**config.mk**
```make
export PLATFORM = sky130hd
export DESIGN_NAME = hilp_mod
export DESIGN_NICKNAME = d
export VERILOG_FILES = /design/src/rtl/hilp_mod.sv
export SDC_FILE = /design/constraint.sdc
export NUM_CORES = 1
export LEC_CHECK = 0
export BUFFER_PORTS_ARGS = -buffer_cell sky130_fd_sc_hd__buf_2
export CAP_MARGIN = 20
export CELL_PAD_IN_SITES_DETAIL_PLACEMENT = 1
export CELL_PAD_IN_SITES_GLOBAL_PLACEMENT = 1
export CORE_ASPECT_RATIO = 2
export CORE_MARGIN = 5
export CORE_UTILIZATION = 44
export CTS_CLUSTER_DIAMETER = 60
export DETAILED_ROUTE_END_ITERATION = 8
export MAX_ROUTING_LAYER = met4
export PLACE_DENSITY_LB_ADDON = 0.1
export SKIP_CTS_REPAIR_TIMING = 1
export SYNTH_ARGS = -nofsm -noshare
export SYNTH_HDL_FRONTEND = slang
export SYNTH_SLANG_ARGS = --single-unit
```
**constraint.sdc**
```tcl
create_clock -name clk -period 6 [get_ports clk]
set_input_delay 1.2 -clock clk [delete_from_list [all_inputs] [get_ports clk]]
set_output_delay 1.2 -clock clk [all_outputs]
set_load 0.05 [all_outputs]
```
**src/rtl/hilp_mod.sv**
```systemverilog
// Iterative remainder unit: one restoring step per cycle, one dividend bit at a time.
// Produces dividend mod divisor; done pulses for one cycle with the remainder valid.
// No dependencies.
`default_nettype none

module hilp_mod #(
  parameter int DIVIDEND_W = 30,
  parameter int DIVISOR_W  = 11
) (
  input  wire logic                  clk,
  input  wire logic                  rst_n,
  input  wire logic                  start,
  input  wire logic [DIVIDEND_W-1:0] dividend,
  input  wire logic [DIVISOR_W-1:0]  divisor,
  output logic                       done,
  output logic [DIVISOR_W-1:0]       rem
);

  localparam int CNT_W = $clog2(DIVIDEND_W + 1);

  logic                  busy_r, busy_nxt;
  logic                  done_r, done_nxt;
  logic [CNT_W-1:0]      cnt_r, cnt_nxt;
  logic [DIVIDEND_W-1:0] dvd_r, dvd_nxt;
  logic [DIVISOR_W-1:0]  dvs_r, dvs_nxt;
  logic [DIVISOR_W-1:0]  rem_r, rem_nxt;
  logic [DIVISOR_W:0]    trial;

  assign trial = {rem_r, dvd_r[DIVIDEND_W-1]};

  always_comb begin
    busy_nxt = busy_r;
    done_nxt = 1'b0;
    cnt_nxt  = cnt_r;
    dvd_nxt  = dvd_r;
    dvs_nxt  = dvs_r;
    rem_nxt  = rem_r;
    if (start) begin
      busy_nxt = 1'b1;
      cnt_nxt  = CNT_W'(DIVIDEND_W);
      dvd_nxt  = dividend;
      dvs_nxt  = divisor;
      rem_nxt  = '0;
    end else if (busy_r) begin
      dvd_nxt = {dvd_r[DIVIDEND_W-2:0], 1'b0};
      if (trial >= {1'b0, dvs_r}) begin
        rem_nxt = DIVISOR_W'(trial - {1'b0, dvs_r});
      end else begin
        rem_nxt = DIVISOR_W'(trial);
      end
      cnt_nxt = cnt_r - 1'b1;
      if (cnt_r == CNT_W'(1)) begin
        busy_nxt = 1'b0;
        done_nxt = 1'b1;
      end
    end
  end

  always_ff @(posedge clk) begin
    if (!rst_n) begin
      busy_r <= 1'b0;
      done_r <= 1'b0;
      cnt_r  <= '0;
    end else begin
      busy_r <= busy_nxt;
      done_r <= done_nxt;
      cnt_r  <= cnt_nxt;
    end
    dvd_r <= dvd_nxt;
    dvs_r <= dvs_nxt;
    rem_r <= rem_nxt;
  end

  assign done = done_r;
  assign rem  = rem_r;

endmodule

`default_nettype wire

```
==> impl_results.md <==
- Status: complete, no violations
- CP Launch Point: dvd_r[29]$_DFFE_PP_
- # setup viols final: 0
- CP required: 6.24 ns
- Hold_sp: rem[4]$_SDFFE_PP0P_
- Post-route clock period utilization: 0.482
- Number of max-cap violations: 0
- Commonest cells after routing, fill and taps aside: buf_2 (55), edfxtp_1 (41), mux2_2 (29)
- P&R area growth vs syn: 20.7%
- Crit path capture type: register
- HPWL after detailed placement: between 4000 and 5000 µm
- Synth top area cells: edfxtp_1 (41%), dfxtp_1 (12%), mux2_2 (11%)
- Most used DFF post-synth: edfxtp_1
- Initial antenna violation count: 0
- TNS Setup: 0 ns
- Vias: approximately 2100
- Routed WL: roughly 6400 µm
- FF-to-FF path depth: 9
- Fin util: 0.541
- Syn. warnings: 0
- Ys async rst share: 0
- Overall Global Routing Usage: 0.175
- Vert. Die Dim: approximately 130 µm
- Die width: 68.1 µm
- Gpl congestion: ~0.80
- Grt total ovfl: 0
- Worst slew pin tran: 0.658 ns
- Gate count of the mapped netlist: 249
- Hold Path Class: reg2reg
- First-pass GRT wire length: between 10000 and 15000 µm
- Fin Hold WS: 0.523 ns
- DR pass1 iterations: 4
- Final Hold Fails: 0
- Clk_lat worst skew: 0.32 ns
- Fillers: 764
- Leakage power total: around 0.0015 µW
- Layout cell share with drive strength beyond 1: 0.329
- Synthesized flop and latch total: 59
- Slew margin rel.: 0.561
- Num rows: 42
- Startpoint types: register
- Layout Nets: 366
- Maximum clock frequency: 346 MHz
- Clk buf depth: 2
- Max-slew violations: 0
- RSZ-0062 raised after global routing: no
- Cells after DPL: 385
- Post-layout minimum cycle time: just under 3 ns
- I/O pin cnt: between 50 and 60
- Post-synthesis instance area: slightly below 0.003 mm²
- Number of H-tree levels: 3
- Cell variety after synth: 51
- Worst r2r src: dvd_r[29]$_DFFE_PP_
- Critical path fanouts, max: 15
- Initial Util: 0.448
- Clock Pin Slew Worst Setup and Hold Paths: 0.05 ns
- Root Driver: clkbuf_16
- PortBufs: 55
- Synth top area share: 0.415
- Routed vias/inst: 5.19
- Vias in the first global route: 2325
- ANT cells: 0
- Drt wl/cell: 16.0 µm
- DIE AREA: 0.00859 mm²
- Most common cell after layout, fill and taps aside: buf_2
- Area leader, netlist: edfxtp_1
- Crit path kind: reg2reg
- Mapped Avg Cell Area: 11.9 µm²
- Fin area: 0.00358 mm²
- Post-synth EDFFs: 41
- DRC Markers: 0
- Hold Path Depth: 2
- CP Data Arrival Time: 3.13 ns
- Clock sink total: 59
- Worst clock skew: 0.00643 ns
- Syn_nets: approximately 310
- Placed Area: roughly 0.0033 mm²
- DRT antenna net count: 0
- Number of buffers created by CTS: 9
- DRT iter0 DRCs: 92
- Power per cell area: 315 mW/mm²
- Finished Layout Cells: 401
- CTS tree: done
- Worst vdd ir: 0.257 mV
- Share of the yosys chip area belonging to registers: 0.536
- Core Box Area: roughly 0.0066 mm²
- Largest net degree at the start of global routing: 55
## cell type report
class	count	area (µm²)	area share
clock inverter	3	15.0	0.00419
multi-input combinational	161	1260	0.351
clock buffer	13	240	0.0670
sequential	59	1590	0.444
timing repair buffer	58	298	0.0831
inverter	19	71.3	0.0199
tap	88	110	0.0307
## sequential cells by signal, summed over array words and instances, names as in the netlist
| name | flops |
|---|---|
| dvd_r | 30 |
| dvs_r | 11 |
| rem | 11 |
| cnt_r | 5 |
| busy_r | 1 |
| done | 1 |
## metrics by stage
| stage | setup WS [ns] | total power [µW] |
|---|---|---|
| floorplan | 3.30 | 648 |
| global placement | 3.07 | 699 |
| detailed placement | 3.03 | 705 |
| CTS | 3.05 | 1150 |
| global route | 2.93 | 1190 |
| finish | 3.11 | 1130 |
## synthesized netlist by cell type, drive strengths merged, types with 6 or more instances
| cell type | instances |
|---|---|
| mux2i | 7 |
| a21oi | 7 |
| ha | 13 |
| clkbuf | 7 |
| nand2 | 14 |
| inv | 19 |
| nor2 | 19 |
| mux2 | 30 |
| o21ai | 6 |
| dfxtp | 18 |
| xnor2 | 6 |
| nor3 | 6 |
| edfxtp | 41 |
## logic make-up after synthesis
kind of cell | count (synthesis) | synth area share
AND/OR/NAND/NOR | 66 | 0.114
flip-flops | 59 | 0.536
multiplexers | 37 | 0.139
AO/OA/AOI/OAI | 35 | 0.0831
buffers and inverters | 29 | 0.0401
adder cells (fa/ha/maj) | 14 | 0.0616
XOR/XNOR | 9 | 0.0266
## final timing paths
kind / end / slack (ns)
min: rem[4]$_SDFFE_PP0P_ / 0.52
max: rem[0]$_SDFFE_PP0P_ / 3.11
min reg2reg: rem[4]$_SDFFE_PP0P_ / 0.52
max reg2reg: rem[0]$_SDFFE_PP0P_ / 3.11
## routing by layer
| metal | routed length, µm | global-route usage | vias to the layer above |
|---|---|---|---|
| li1 | - | - | 1027 |
| met1 | 2390 | 0.187 | 1008 |
| met2 | 3630 | 0.295 | 38 |
| met3 | 241 | 0.0374 | 9 |
| met4 | 141 | 0.0844 | 0 |
| met5 | 0 | - | - |
## critical path: stages, from the launching register on
cell and delay (ns):
edfxtp_1 0.32, inv_1 0.06, ha_1 0.23, fa_1 0.40, nand2b_1 0.17, o2bb2ai_1 0.19
a211oi_1 0.29, or3_1 0.59, mux2_4 0.36, a211oi_2 0.20
## where the power goes
| group | internal [µW] | switching, µW |
|---|---|---|
| combinational | 84.0 | 113 |
| clock | 276 | 160 |
| sequential | 480 | 17.4 |
| total | 840 | 290 |
Note: power is estimated with default switching activity, not from simulation.
